$ cat config.mk
export PLATFORM = sky130hd
export DESIGN_NAME = dda_line_triangle_rasterizer
export DESIGN_NICKNAME = d
export VERILOG_FILES = /design/src/dltr_pkg.sv /design/src/dltr_front.sv /design/src/dltr_div.sv /design/src/dltr_core.sv /design/src/dltr_emit.sv /design/src/dda_line_triangle_rasterizer.sv
export SDC_FILE = /design/constraint.sdc
export NUM_CORES = 2
export LEC_CHECK = 0
export ABC_AREA = 1
export BUFFER_PORTS_ARGS = -buffer_cell sky130_fd_sc_hd__buf_2
export CAP_MARGIN = 10
export CORE_MARGIN = 2
export CORE_UTILIZATION = 40
export DETAILED_ROUTE_END_ITERATION = 6
export GPL_TIMING_DRIVEN = 0
export MAX_ROUTING_LAYER = met4
export PLACE_DENSITY = 0.62
export SLEW_MARGIN = 5
export SYNTH_ARGS = -nofsm -noshare
export SYNTH_HDL_FRONTEND = slang
export SYNTH_HIERARCHICAL = 1
export SYNTH_SLANG_ARGS = --single-unit
$ cat constraint.sdc
create_clock -name aclk -period 15.33 [get_ports aclk]
set_input_delay 0 -clock aclk [delete_from_list [all_inputs] [get_ports aclk]]
set_output_delay 0 -clock aclk [all_outputs]
set_load 0.02 [all_outputs]
$ cat src/dltr_pkg.sv
// Shared types and constants for the DDA line and triangle rasterizer.
package dltr_pkg;

    localparam int COORD_BITS_DEF = 16;
    localparam int FRAC_BITS_DEF  = 16;
    localparam int MAX_DIM_DEF    = 4096;

    localparam int KIND_BITS      = 2;
    localparam int COLOR_BITS     = 32;
    localparam int INDEX_BITS     = 24;
    localparam int CFG_DATA_BITS  = 13;
    localparam int CFG_INDEX_BITS = 1;
    localparam int QUEUE_DEPTH    = 2;

    localparam int WIDTH_RESET    = 800;
    localparam int HEIGHT_RESET   = 600;

    localparam logic [CFG_INDEX_BITS-1:0] REG_SCREEN_WIDTH  = 1'b0;
    localparam logic [CFG_INDEX_BITS-1:0] REG_SCREEN_HEIGHT = 1'b1;

    localparam logic [1:0] EDGE_AB = 2'd0;
    localparam logic [1:0] EDGE_BC = 2'd1;
    localparam logic [1:0] EDGE_CA = 2'd2;

    typedef enum logic [KIND_BITS-1:0] {
        KIND_TICK = 2'd0,
        KIND_LINE = 2'd1,
        KIND_TRI  = 2'd2
    } kind_t;

    typedef enum logic [1:0] {
        ST_IDLE  = 2'd0,
        ST_SETUP = 2'd1,
        ST_DIV   = 2'd2,
        ST_RUN   = 2'd3
    } core_state_t;

    typedef struct packed {
        logic  valid;
        kind_t kind;
    } q_head_t;

endpackage

$ cat src/dltr_front.sv
// Front end: accepts command beats, drops reserved kinds, queues the rest.
module dltr_front import dltr_pkg::*; #(
    parameter int COORD_BITS = COORD_BITS_DEF
) (
    input  logic                         aclk,
    input  logic                         aresetn,
    input  logic                         s_valid,
    output logic                         s_ready,
    input  logic [KIND_BITS-1:0]         s_kind,
    input  logic [5:0][COORD_BITS-1:0]   s_vtx,
    input  logic [COLOR_BITS-1:0]        s_paint,
    input  logic                         head_pop,
    output q_head_t                      head,
    output logic [5:0][COORD_BITS-1:0]   head_vtx,
    output logic [COLOR_BITS-1:0]        head_paint
);

    localparam int PTR_BITS = (QUEUE_DEPTH > 1) ? $clog2(QUEUE_DEPTH) : 1;
    localparam int CNT_BITS = $clog2(QUEUE_DEPTH + 1);

    kind_t                       kind_mem  [QUEUE_DEPTH];
    logic [5:0][COORD_BITS-1:0]  vtx_mem   [QUEUE_DEPTH];
    logic [COLOR_BITS-1:0]       paint_mem [QUEUE_DEPTH];

    logic [PTR_BITS-1:0] wr_ptr_reg, wr_ptr_next;
    logic [PTR_BITS-1:0] rd_ptr_reg, rd_ptr_next;
    logic [CNT_BITS-1:0] count_reg, count_next;
    logic                keep;
    logic                push;

    always_comb begin
        case (s_kind)
            KIND_TICK, KIND_LINE, KIND_TRI: keep = 1'b1;
            default: keep = 1'b0;
        endcase
    end

    assign s_ready = (count_reg != CNT_BITS'(QUEUE_DEPTH));
    assign push    = s_valid && s_ready && keep;

    always_comb begin
        wr_ptr_next = wr_ptr_reg;
        rd_ptr_next = rd_ptr_reg;
        count_next  = count_reg;
        if (push) begin
            wr_ptr_next = (wr_ptr_reg == PTR_BITS'(QUEUE_DEPTH - 1)) ? '0 : wr_ptr_reg + 1'b1;
        end
        if (head_pop) begin
            rd_ptr_next = (rd_ptr_reg == PTR_BITS'(QUEUE_DEPTH - 1)) ? '0 : rd_ptr_reg + 1'b1;
        end
        case ({push, head_pop})
            2'b10: count_next = count_reg + 1'b1;
            2'b01: count_next = count_reg - 1'b1;
            default: count_next = count_reg;
        endcase
    end

    always_ff @(posedge aclk) begin
        if (!aresetn) begin
            wr_ptr_reg <= '0;
            rd_ptr_reg <= '0;
            count_reg  <= '0;
        end else begin
            wr_ptr_reg <= wr_ptr_next;
            rd_ptr_reg <= rd_ptr_next;
            count_reg  <= count_next;
        end
    end

    always_ff @(posedge aclk) begin
        if (push) begin
            kind_mem[wr_ptr_reg]  <= kind_t'(s_kind);
            vtx_mem[wr_ptr_reg]   <= s_vtx;
            paint_mem[wr_ptr_reg] <= s_paint;
        end
    end

    assign head.valid = (count_reg != '0);
    assign head.kind  = kind_mem[rd_ptr_reg];
    assign head_vtx   = vtx_mem[rd_ptr_reg];
    assign head_paint = paint_mem[rd_ptr_reg];

endmodule

$ cat src/dltr_div.sv
// Radix-2 restoring divider producing both edge increments, one bit a cycle.
module dltr_div import dltr_pkg::*; #(
    parameter int COORD_BITS = COORD_BITS_DEF,
    parameter int FRAC_BITS  = FRAC_BITS_DEF
) (
    input  logic                  aclk,
    input  logic                  aresetn,
    input  logic                  start,
    input  logic [COORD_BITS-1:0] mag_x,
    input  logic [COORD_BITS-1:0] mag_y,
    input  logic [COORD_BITS-1:0] divisor,
    output logic                  done,
    output logic [FRAC_BITS:0]    q_x,
    output logic [FRAC_BITS:0]    q_y
);

    localparam int CB       = COORD_BITS;
    localparam int FB       = FRAC_BITS;
    localparam int CNT_BITS = $clog2(FB + 1);

    logic [CB-1:0]       rem_x_reg, rem_y_reg, d_reg;
    logic [FB:0]         q_x_reg, q_y_reg;
    logic [CNT_BITS-1:0] cnt_reg;
    logic                run_reg, done_reg;
    logic                last_step;
    logic [CB:0]         step_x, step_y;

    // returns {quotient bit, new remainder}
    function automatic logic [CB:0] div_step(input logic [CB-1:0] rem, input logic b,
                                             input logic [CB-1:0] d);
        logic [CB:0] t;
        logic [CB:0] diff;
        t    = {rem, b};
        diff = t - {1'b0, d};
        if (t >= {1'b0, d}) begin
            return {1'b1, diff[CB-1:0]};
        end
        return {1'b0, t[CB-1:0]};
    endfunction

    assign last_step = run_reg && (cnt_reg == CNT_BITS'(FB));
    assign step_x    = div_step(rem_x_reg, q_x_reg[FB], d_reg);
    assign step_y    = div_step(rem_y_reg, q_y_reg[FB], d_reg);

    always_ff @(posedge aclk) begin
        if (!aresetn) begin
            run_reg  <= 1'b0;
            done_reg <= 1'b0;
        end else begin
            done_reg <= last_step;
            if (start) begin
                run_reg <= 1'b1;
            end else if (last_step) begin
                run_reg <= 1'b0;
            end
        end
    end

    always_ff @(posedge aclk) begin
        if (start) begin
            d_reg     <= divisor;
            rem_x_reg <= mag_x >> 1;
            rem_y_reg <= mag_y >> 1;
            q_x_reg   <= {mag_x[0], {FB{1'b0}}};
            q_y_reg   <= {mag_y[0], {FB{1'b0}}};
            cnt_reg   <= '0;
        end else if (run_reg) begin
            rem_x_reg <= step_x[CB-1:0];
            rem_y_reg <= step_y[CB-1:0];
            q_x_reg   <= {q_x_reg[FB-1:0], step_x[CB]};
            q_y_reg   <= {q_y_reg[FB-1:0], step_y[CB]};
            cnt_reg   <= cnt_reg + 1'b1;
        end
    end

    assign done = done_reg;
    assign q_x  = q_x_reg;
    assign q_y  = q_y_reg;

endmodule

$ cat src/dltr_core.sv
// Back end: edge sequencer, DDA accumulators and pixel rounding stage.
module dltr_core import dltr_pkg::*; #(
    parameter int COORD_BITS = COORD_BITS_DEF,
    parameter int FRAC_BITS  = FRAC_BITS_DEF
) (
    input  logic                          aclk,
    input  logic                          aresetn,
    input  q_head_t                       head,
    input  logic [5:0][COORD_BITS-1:0]    head_vtx,
    input  logic [COLOR_BITS-1:0]         head_paint,
    output logic                          head_pop,
    output logic                          div_start,
    output logic [COORD_BITS-1:0]         div_mag_x,
    output logic [COORD_BITS-1:0]         div_mag_y,
    output logic [COORD_BITS-1:0]         div_n,
    input  logic                          div_done,
    input  logic [FRAC_BITS:0]            div_q_x,
    input  logic [FRAC_BITS:0]            div_q_y,
    output logic                          p1_valid,
    output logic signed [COORD_BITS-1:0]  p1_x,
    output logic signed [COORD_BITS-1:0]  p1_y,
    output logic [COLOR_BITS-1:0]         p1_color,
    output logic                          p1_last,
    input  logic                          p1_take
);

    localparam int CB  = COORD_BITS;
    localparam int FB  = FRAC_BITS;
    localparam int ACC = CB + FB;
    localparam logic [ACC:0] HALF = (ACC + 1)'(1) << (FB - 1);

    core_state_t              state_reg, state_next;
    logic [1:0]               edge_num_reg, edge_num_next;
    logic [5:0][CB-1:0]       v_reg, v_next;
    logic [COLOR_BITS-1:0]    color_reg, color_next;
    logic signed [ACC-1:0]    acc_x_reg, acc_x_next, acc_y_reg, acc_y_next;
    logic signed [ACC-1:0]    inc_x_reg, inc_x_next, inc_y_reg, inc_y_next;
    logic [CB-1:0]            steps_reg, steps_next;
    logic                     neg_x_reg, neg_x_next, neg_y_reg, neg_y_next;
    logic                     p1_valid_reg, p1_valid_next;
    logic signed [CB-1:0]     p1_x_reg, p1_x_next, p1_y_reg, p1_y_next;
    logic [COLOR_BITS-1:0]    p1_color_reg, p1_color_next;
    logic                     p1_last_reg, p1_last_next;

    logic signed [CB-1:0]     x0, y0, x1, y1;
    logic signed [CB:0]       dx, dy;
    logic [CB-1:0]            mag_x, mag_y, n;
    logic [ACC-1:0]           qx_ext, qy_ext;
    logic                     p1_free;
    logic                     is_start;

    function automatic logic [CB-1:0] round_fix(input logic signed [ACC-1:0] a);
        logic [ACC:0] ext;
        logic [ACC:0] mag;
        logic [ACC:0] r;
        ext = (ACC + 1)'(a);
        mag = a[ACC-1] ? (~ext + 1'b1) : ext;
        r   = (mag + HALF) >> FB;
        r   = a[ACC-1] ? (~r + 1'b1) : r;
        return r[CB-1:0];
    endfunction

    always_comb begin
        case (edge_num_reg)
            EDGE_AB: begin
                x0 = v_reg[0]; y0 = v_reg[1]; x1 = v_reg[2]; y1 = v_reg[3];
            end
            EDGE_BC: begin
                x0 = v_reg[2]; y0 = v_reg[3]; x1 = v_reg[4]; y1 = v_reg[5];
            end
            default: begin
                x0 = v_reg[4]; y0 = v_reg[5]; x1 = v_reg[0]; y1 = v_reg[1];
            end
        endcase
    end

    assign dx    = (CB + 1)'(x1) - (CB + 1)'(x0);
    assign dy    = (CB + 1)'(y1) - (CB + 1)'(y0);
    assign mag_x = dx[CB] ? CB'(-dx) : CB'(dx);
    assign mag_y = dy[CB] ? CB'(-dy) : CB'(dy);
    assign n     = (mag_x > mag_y) ? mag_x : mag_y;

    assign div_mag_x = mag_x;
    assign div_mag_y = mag_y;
    assign div_n     = n;

    assign qx_ext  = ACC'(div_q_x);
    assign qy_ext  = ACC'(div_q_y);
    assign p1_free = !p1_valid_reg || p1_take;

    always_comb begin
        case (head.kind)
            KIND_LINE, KIND_TRI: is_start = head.valid;
            default: is_start = 1'b0;
        endcase
    end

    always_comb begin
        state_next    = state_reg;
        edge_num_next = edge_num_reg;
        v_next        = v_reg;
        color_next    = color_reg;
        acc_x_next    = acc_x_reg;
        acc_y_next    = acc_y_reg;
        inc_x_next    = inc_x_reg;
        inc_y_next    = inc_y_reg;
        steps_next    = steps_reg;
        neg_x_next    = neg_x_reg;
        neg_y_next    = neg_y_reg;
        p1_valid_next = p1_valid_reg && !p1_take;
        p1_x_next     = p1_x_reg;
        p1_y_next     = p1_y_reg;
        p1_color_next = p1_color_reg;
        p1_last_next  = p1_last_reg;
        head_pop      = 1'b0;
        div_start     = 1'b0;

        case (state_reg)
            ST_IDLE, ST_RUN: begin
                if (is_start) begin
                    head_pop   = 1'b1;
                    color_next = head_paint;
                    state_next = ST_SETUP;
                    if (head.kind == KIND_LINE) begin
                        // line runs as the closing edge: c->a carries a->b
                        v_next[0]     = head_vtx[2];
                        v_next[1]     = head_vtx[3];
                        v_next[2]     = head_vtx[2];
                        v_next[3]     = head_vtx[3];
                        v_next[4]     = head_vtx[0];
                        v_next[5]     = head_vtx[1];
                        edge_num_next = EDGE_CA;
                    end else begin
                        v_next        = head_vtx;
                        edge_num_next = EDGE_AB;
                    end
                end else if (head.valid && state_reg == ST_IDLE) begin
                    head_pop = 1'b1;
                end else if (head.valid && p1_free) begin
                    head_pop      = 1'b1;
                    p1_valid_next = 1'b1;
                    p1_x_next     = signed'(round_fix(acc_x_reg));
                    p1_y_next     = signed'(round_fix(acc_y_reg));
                    p1_color_next = color_reg;
                    p1_last_next  = 1'b0;
                    if (steps_reg != '0) begin
                        acc_x_next = acc_x_reg + inc_x_reg;
                        acc_y_next = acc_y_reg + inc_y_reg;
                        steps_next = steps_reg - 1'b1;
                    end else if (edge_num_reg != EDGE_CA) begin
                        edge_num_next = edge_num_reg + 1'b1;
                        state_next    = ST_SETUP;
                    end else begin
                        p1_last_next = 1'b1;
                        state_next   = ST_IDLE;
                    end
                end
            end
            ST_SETUP: begin
                acc_x_next = {x0, {FB{1'b0}}};
                acc_y_next = {y0, {FB{1'b0}}};
                steps_next = n;
                neg_x_next = dx[CB];
                neg_y_next = dy[CB];
                if (n == '0) begin
                    inc_x_next = '0;
                    inc_y_next = '0;
                    state_next = ST_RUN;
                end else begin
                    div_start  = 1'b1;
                    state_next = ST_DIV;
                end
            end
            ST_DIV: begin
                if (div_done) begin
                    inc_x_next = neg_x_reg ? -signed'(qx_ext) : signed'(qx_ext);
                    inc_y_next = neg_y_reg ? -signed'(qy_ext) : signed'(qy_ext);
                    state_next = ST_RUN;
                end
            end
            default: state_next = ST_IDLE;
        endcase
    end

    always_ff @(posedge aclk) begin
        if (!aresetn) begin
            state_reg    <= ST_IDLE;
            edge_num_reg <= EDGE_AB;
            p1_valid_reg <= 1'b0;
        end else begin
            state_reg    <= state_next;
            edge_num_reg <= edge_num_next;
            p1_valid_reg <= p1_valid_next;
        end
    end

    always_ff @(posedge aclk) begin
        v_reg        <= v_next;
        color_reg    <= color_next;
        acc_x_reg    <= acc_x_next;
        acc_y_reg    <= acc_y_next;
        inc_x_reg    <= inc_x_next;
        inc_y_reg    <= inc_y_next;
        steps_reg    <= steps_next;
        neg_x_reg    <= neg_x_next;
        neg_y_reg    <= neg_y_next;
        p1_x_reg     <= p1_x_next;
        p1_y_reg     <= p1_y_next;
        p1_color_reg <= p1_color_next;
        p1_last_reg  <= p1_last_next;
    end

    assign p1_valid = p1_valid_reg;
    assign p1_x     = p1_x_reg;
    assign p1_y     = p1_y_reg;
    assign p1_color = p1_color_reg;
    assign p1_last  = p1_last_reg;

endmodule

$ cat src/dltr_emit.sv
// Output stage: clipping, framebuffer index and the result register.
module dltr_emit import dltr_pkg::*; #(
    parameter int COORD_BITS = COORD_BITS_DEF,
    parameter int MAX_DIM    = MAX_DIM_DEF
) (
    input  logic                                 aclk,
    input  logic                                 aresetn,
    input  logic [$clog2(MAX_DIM + 1)-1:0]       scr_width,
    input  logic [$clog2(MAX_DIM + 1)-1:0]       scr_height,
    input  logic                                 p1_valid,
    input  logic signed [COORD_BITS-1:0]         p1_x,
    input  logic signed [COORD_BITS-1:0]         p1_y,
    input  logic [COLOR_BITS-1:0]                p1_color,
    input  logic                                 p1_last,
    output logic                                 p1_take,
    output logic                                 m_valid,
    input  logic                                 m_ready,
    output logic signed [COORD_BITS-1:0]         m_pixel_x,
    output logic signed [COORD_BITS-1:0]         m_pixel_y,
    output logic [INDEX_BITS-1:0]                m_pixel_index,
    output logic [COLOR_BITS-1:0]                m_pixel_color,
    output logic                                 m_write_enable,
    output logic                                 m_last
);

    localparam int DIM_BITS = $clog2(MAX_DIM + 1);
    localparam int EW       = COORD_BITS + DIM_BITS + 1;
    localparam int PW       = 2 * DIM_BITS + 1;

    logic signed [EW-1:0]     px_w, py_w, w_w, h_w;
    logic [PW-1:0]            sum;
    logic                     we;
    logic [INDEX_BITS-1:0]    idx;

    logic                     m_valid_reg;
    logic signed [COORD_BITS-1:0] x_reg, y_reg;
    logic [INDEX_BITS-1:0]    index_reg;
    logic [COLOR_BITS-1:0]    color_reg;
    logic                     we_reg, last_reg;

    assign px_w = EW'(p1_x);
    assign py_w = EW'(p1_y);
    assign w_w  = signed'(EW'(scr_width));
    assign h_w  = signed'(EW'(scr_height));
    assign we   = (px_w >= 0) && (px_w < w_w) && (py_w >= 0) && (py_w < h_w);
    assign sum  = PW'(scr_width) * PW'(py_w[DIM_BITS-1:0]) + PW'(px_w[DIM_BITS-1:0]);
    assign idx  = we ? INDEX_BITS'(sum) : '0;

    assign p1_take = p1_valid && (!m_valid_reg || m_ready);

    always_ff @(posedge aclk) begin
        if (!aresetn) begin
            m_valid_reg <= 1'b0;
        end else if (p1_take) begin
            m_valid_reg <= 1'b1;
        end else if (m_ready) begin
            m_valid_reg <= 1'b0;
        end
    end

    always_ff @(posedge aclk) begin
        if (p1_take) begin
            x_reg     <= p1_x;
            y_reg     <= p1_y;
            index_reg <= idx;
            color_reg <= p1_color;
            we_reg    <= we;
            last_reg  <= p1_last;
        end
    end

    assign m_valid        = m_valid_reg;
    assign m_pixel_x      = x_reg;
    assign m_pixel_y      = y_reg;
    assign m_pixel_index  = index_reg;
    assign m_pixel_color  = color_reg;
    assign m_write_enable = we_reg;
    assign m_last         = last_reg;

endmodule

$ cat src/dda_line_triangle_rasterizer.sv
// DDA line and triangle rasterizer: top level with screen size registers.
// Tick beats: one pixel per cycle while m_ready holds and no edge load stalls the
// back end; each result is registered in the queue, the p1 stage and the m_ outputs.
// Each edge load (start beat, or the tick ending a triangle edge) stalls the back end
// for the setup state plus the bit-serial divider; a zero-length edge skips the divider.
// Reset: synchronous, active low; queue, sequencer and output empty, screen 800x600.
module dda_line_triangle_rasterizer import dltr_pkg::*; #(
    parameter int COORD_BITS = COORD_BITS_DEF,
    parameter int FRAC_BITS  = FRAC_BITS_DEF,
    parameter int MAX_DIM    = MAX_DIM_DEF
) (
    input  logic                          aclk,
    input  logic                          aresetn,
    input  logic                          s_valid,
    output logic                          s_ready,
    input  logic [KIND_BITS-1:0]          s_kind,
    input  logic signed [COORD_BITS-1:0]  s_ax,
    input  logic signed [COORD_BITS-1:0]  s_ay,
    input  logic signed [COORD_BITS-1:0]  s_bx,
    input  logic signed [COORD_BITS-1:0]  s_by,
    input  logic signed [COORD_BITS-1:0]  s_cx,
    input  logic signed [COORD_BITS-1:0]  s_cy,
    input  logic [COLOR_BITS-1:0]         s_paint,
    output logic                          m_valid,
    input  logic                          m_ready,
    output logic signed [COORD_BITS-1:0]  m_pixel_x,
    output logic signed [COORD_BITS-1:0]  m_pixel_y,
    output logic [INDEX_BITS-1:0]         m_pixel_index,
    output logic [COLOR_BITS-1:0]         m_pixel_color,
    output logic                          m_write_enable,
    output logic                          m_last,
    input  logic                          cfg_valid,
    output logic                          cfg_ready,
    input  logic [CFG_INDEX_BITS-1:0]     cfg_index,
    input  logic [CFG_DATA_BITS-1:0]      cfg_data
);

    localparam int DIM_BITS = $clog2(MAX_DIM + 1);
    localparam logic [DIM_BITS-1:0] WIDTH_INIT =
        DIM_BITS'((WIDTH_RESET > MAX_DIM) ? MAX_DIM : WIDTH_RESET);
    localparam logic [DIM_BITS-1:0] HEIGHT_INIT =
        DIM_BITS'((HEIGHT_RESET > MAX_DIM) ? MAX_DIM : HEIGHT_RESET);

    logic [DIM_BITS-1:0]          width_reg, height_reg, cfg_sat;
    logic [5:0][COORD_BITS-1:0]   s_vtx, head_vtx;
    q_head_t                      head;
    logic [COLOR_BITS-1:0]        head_paint;
    logic                         head_pop;
    logic                         div_start, div_done;
    logic [COORD_BITS-1:0]        div_mag_x, div_mag_y, div_n;
    logic [FRAC_BITS:0]           div_q_x, div_q_y;
    logic                         p1_valid, p1_last, p1_take;
    logic signed [COORD_BITS-1:0] p1_x, p1_y;
    logic [COLOR_BITS-1:0]        p1_color;

    assign cfg_ready = 1'b1;
    assign cfg_sat   = (32'(cfg_data) > 32'(MAX_DIM)) ? DIM_BITS'(MAX_DIM) : DIM_BITS'(cfg_data);

    always_ff @(posedge aclk) begin
        if (!aresetn) begin
            width_reg  <= WIDTH_INIT;
            height_reg <= HEIGHT_INIT;
        end else if (cfg_valid) begin
            case (cfg_index)
                REG_SCREEN_WIDTH:  width_reg  <= cfg_sat;
                REG_SCREEN_HEIGHT: height_reg <= cfg_sat;
                default: ;
            endcase
        end
    end

    assign s_vtx = {s_cy, s_cx, s_by, s_bx, s_ay, s_ax};

    dltr_front #(
        .COORD_BITS (COORD_BITS)
    ) u_front (
        .aclk       (aclk),
        .aresetn    (aresetn),
        .s_valid    (s_valid),
        .s_ready    (s_ready),
        .s_kind     (s_kind),
        .s_vtx      (s_vtx),
        .s_paint    (s_paint),
        .head_pop   (head_pop),
        .head       (head),
        .head_vtx   (head_vtx),
        .head_paint (head_paint)
    );

    dltr_div #(
        .COORD_BITS (COORD_BITS),
        .FRAC_BITS  (FRAC_BITS)
    ) u_div (
        .aclk    (aclk),
        .aresetn (aresetn),
        .start   (div_start),
        .mag_x   (div_mag_x),
        .mag_y   (div_mag_y),
        .divisor (div_n),
        .done    (div_done),
        .q_x     (div_q_x),
        .q_y     (div_q_y)
    );

    dltr_core #(
        .COORD_BITS (COORD_BITS),
        .FRAC_BITS  (FRAC_BITS)
    ) u_core (
        .aclk       (aclk),
        .aresetn    (aresetn),
        .head       (head),
        .head_vtx   (head_vtx),
        .head_paint (head_paint),
        .head_pop   (head_pop),
        .div_start  (div_start),
        .div_mag_x  (div_mag_x),
        .div_mag_y  (div_mag_y),
        .div_n      (div_n),
        .div_done   (div_done),
        .div_q_x    (div_q_x),
        .div_q_y    (div_q_y),
        .p1_valid   (p1_valid),
        .p1_x       (p1_x),
        .p1_y       (p1_y),
        .p1_color   (p1_color),
        .p1_last    (p1_last),
        .p1_take    (p1_take)
    );

    dltr_emit #(
        .COORD_BITS (COORD_BITS),
        .MAX_DIM    (MAX_DIM)
    ) u_emit (
        .aclk           (aclk),
        .aresetn        (aresetn),
        .scr_width      (width_reg),
        .scr_height     (height_reg),
        .p1_valid       (p1_valid),
        .p1_x           (p1_x),
        .p1_y           (p1_y),
        .p1_color       (p1_color),
        .p1_last        (p1_last),
        .p1_take        (p1_take),
        .m_valid        (m_valid),
        .m_ready        (m_ready),
        .m_pixel_x      (m_pixel_x),
        .m_pixel_y      (m_pixel_y),
        .m_pixel_index  (m_pixel_index),
        .m_pixel_color  (m_pixel_color),
        .m_write_enable (m_write_enable),
        .m_last         (m_last)
    );

endmodule

==> impl_metrics.csv <==
group,metric,value,unit
finish,syn2layout_area_growth,17.9,%
status,violations,"max-slew violations",
timing,max_freq,108,MHz
grt,track_usage,21.6,%
timing,tns,0,ns
worst_setup_path,path_max_fanout,31,
place,gp_congestion,0.931,
floorplanning,die-area,0.131,mm²
worst_setup_path,cp_data_arrival_time,9.68,ns
worst_setup_path,rr_worst_depth,42,
floorplanning,rows,131,
finish,largest_reg_flops,192,
grt,overflow,0,
finish,fin_nets,6924,
finish,final_layout_size_suffix_gt1_share,11.2,%
worst_setup_path,criticalPathCategory,"reg -> reg",
cts,ctsResizeCount,0,
timing,relSlewSlack,-2.03,%
routing,wl,139000,µm
synth,syn_area_per_cell,8.86,µm²
worst_setup_path,start_kind,"flop",
place,dpl.hpwl,107000,µm
cts,postCtsSetupBuffers,0,
floorplanning,core,0.127,mm²
grt,grt_pass1_vias,40200,
job,cap_violations,0,
worst_setup_path,required,15.74,ns
synth,yosysTopAreaCell,"edfxtp_1",
synth,synth-edff-count,737,
routing,antenna_left,0,
synth,netlist_instances,5776,
routing,drc,0,
routing,firstDrtPassIters,7,
worst_setup_path,cp_slowest_stage_delay,1.01,ns
synth,synth_top_area_share,43.2,%
min_path,hold_class,"in -> reg",
timing,worst_pin_slew,1.53,ns
cts,cts_max_path_buffers,3,
cts,holdBufCountCts,245,
synth,synth_area,0.0512,mm²
floorplanning,io_pins,242,
min_path,worstHoldStart,"s_ax[2]",
synth,syn_nets,6324,
cts,cts_buffers,88,
floorplanning,fp.dieW,362,µm
synth,synth_cell_types,59,
status,run_status,"complete, but fails checks",
floorplanning,die_h,362,µm
worst_setup_path,path_depth,42,
grt,grt_pass1_wl,217000,µm
cts,cts_tree,"done",
cts,clk-insertion-delay-late,0.72,ns
routing,drt-initial-drc-count,2906,
synth,synth-main-ff-cell,"edfxtp_1",
cts,clkSinkCount,815,
synth,synth.area.top_cells,"edfxtp_1, nand2_1, inv_1",
cts,cts_max_level,3,
timing,hold_viol,0,
timing,setup_violations,0,
timing,fin_crit_sh,60.4,%
routing,avgViaCountPerCell,5.02,
worst_setup_path,end_kind,"flop",
worst_setup_path,cpLargestDelayFamily,"simple AND/OR/NAND/NOR gates",
synth,synth-seq-area-share,46.3,%
synth,synth_warnings,6,
worst_setup_path,path_buf_inv,13,
worst_setup_path,startpoint,"u_core/edge_num_reg[0]",
timing,rsz0062_at_grt,"false",
worst_setup_path,rr_startpoint,"u_core/edge_num_reg[0]",
synth,synth_seq_cells,815,
timing,post-route-min-period,9.27,ns
cts,clk_pin_slew_worst_paths,0.06,ns
timing,slew_viol_final,2,
routing,vias,40700,
worst_setup_path,critPathSlowestCell,"a221oi_1",
worst_setup_path,critPathMostFrequentCell,"nor2_1",
synth,asyncSetResetFlopFracSynth,0,%
floorplanning,start_util,40.2,%
grt,antenna_found_initial,9,
min_path,hold_depth,2,
timing,clock_skew,0.0607,ns
grt,grt_max_degree,85,
routing,avgRoutedWirePerCell,17.1,µm
cts,cts_root_buf,"clkbuf_16",
place,portBuffers,240,
synthesized netlist by cell type, drive strengths merged (67+ instances only):
master  number
a21oi      253
clkbuf      90
dfxtp       78
edfxtp     737
fa         135
ha         264
inv        960
mux2       130
nand2     1586
nand3      311
nand4       67
nor2       432
o21ai      249
path summary, 6_finish.rpt:
check / endpoint / slack (ns)
hold reg to reg: u_emit/m_pixel_color[0] / 0.41
setup / recovery: u_div/rem_x_reg[12] / 6.06
setup reg to reg: u_div/rem_x_reg[12] / 6.06
hold / removal: u_front/vtx_mem[1][2] / 0.03
per-layer routing:
metal	vias up	part of all wire (%)	GRT usage, %
li1	20200	-	-
met1	19300	43	26.5
met2	1002	50	37.4
met5	-	0	-
met3	245	4.7	2.72
met4	0	2.8	6.47
stage by stage:
| step | cell area (µm²) | hold slack [ns] | setup slack, ns | instances | utilization (%) |
|---|---|---|---|---|---|
| after floorplan | 51200 | 0.0989 | 2.76 | 5776 | - |
| after detailed placement | 55000 | 0.191 | 6.25 | 7703 | 43.2 |
| final | 60400 | 0.0277 | 6.06 | 8113 | 47.4 |
| after CTS | 60400 | 0.000781 | 6.17 | 8108 | 47.4 |
| after global routing | 60400 | 0.0140 | 5.45 | 8110 | 47.4 |
| after global placement | 54500 | 0.187 | -5.75 | 7678 | 42.8 |
cells by family (layout without fill, tap and decap cells):
| logic type | Yosys count | after routing | synth area share (%) |
|---|---|---|---|
| buf+inv | 1107 | 1777 | 8.49 |
| mux | 130 | 130 | 2.86 |
| other cells | 1 | 6 | 0.00733 |
| fa+ha+maj | 399 | 399 | 11.7 |
| xor+xnor | 98 | 98 | 1.75 |
| flops | 815 | 815 | 46.3 |
| compound gates | 665 | 665 | 7.33 |
| simple gates | 2561 | 2561 | 21.6 |
area by class of cell:
type	count	area, µm²
fill	11900	67000
sequential	815	23700
multi-input combinational	3854	23200
timing repair buffer	510	4120
inverter	967	3630
clock buffer	109	2340
tap	1662	2080
buffer	140	716
clock inverter	51	574
antenna	5	12.5
cell usage in the layout, fill, tap and decap left out, types with 36 or more instances in the layout:
| cell | Yosys | routed |
|---|---|---|
| a21oi_1 | 249 | 247 |
| buf_2 | 16 | 256 |
| clkbuf_1 | 90 | 106 |
| clkbuf_16 | 0 | 90 |
| dfxtp_1 | 78 | 78 |
| dlygate4sd3_1 | 0 | 245 |
| edfxtp_1 | 737 | 737 |
| fa_1 | 135 | 135 |
| ha_1 | 264 | 264 |
| inv_1 | 954 | 953 |
| mux2_2 | 130 | 130 |
| nand2_1 | 1532 | 1531 |
| nand2_2 | 48 | 48 |
| nand3_1 | 296 | 296 |
| nand3b_1 | 63 | 63 |
| nand4_1 | 67 | 67 |
| nor2_1 | 383 | 380 |
| nor2_2 | 45 | 45 |
| nor3_1 | 57 | 56 |
| o21ai_0 | 238 | 238 |
| o22ai_1 | 38 | 38 |
| xnor2_1 | 36 | 36 |
| xor2_1 | 57 | 57 |
Power is not shown: default switching activity piles up to over one toggle a cycle in this logic, so the estimate is an artifact.
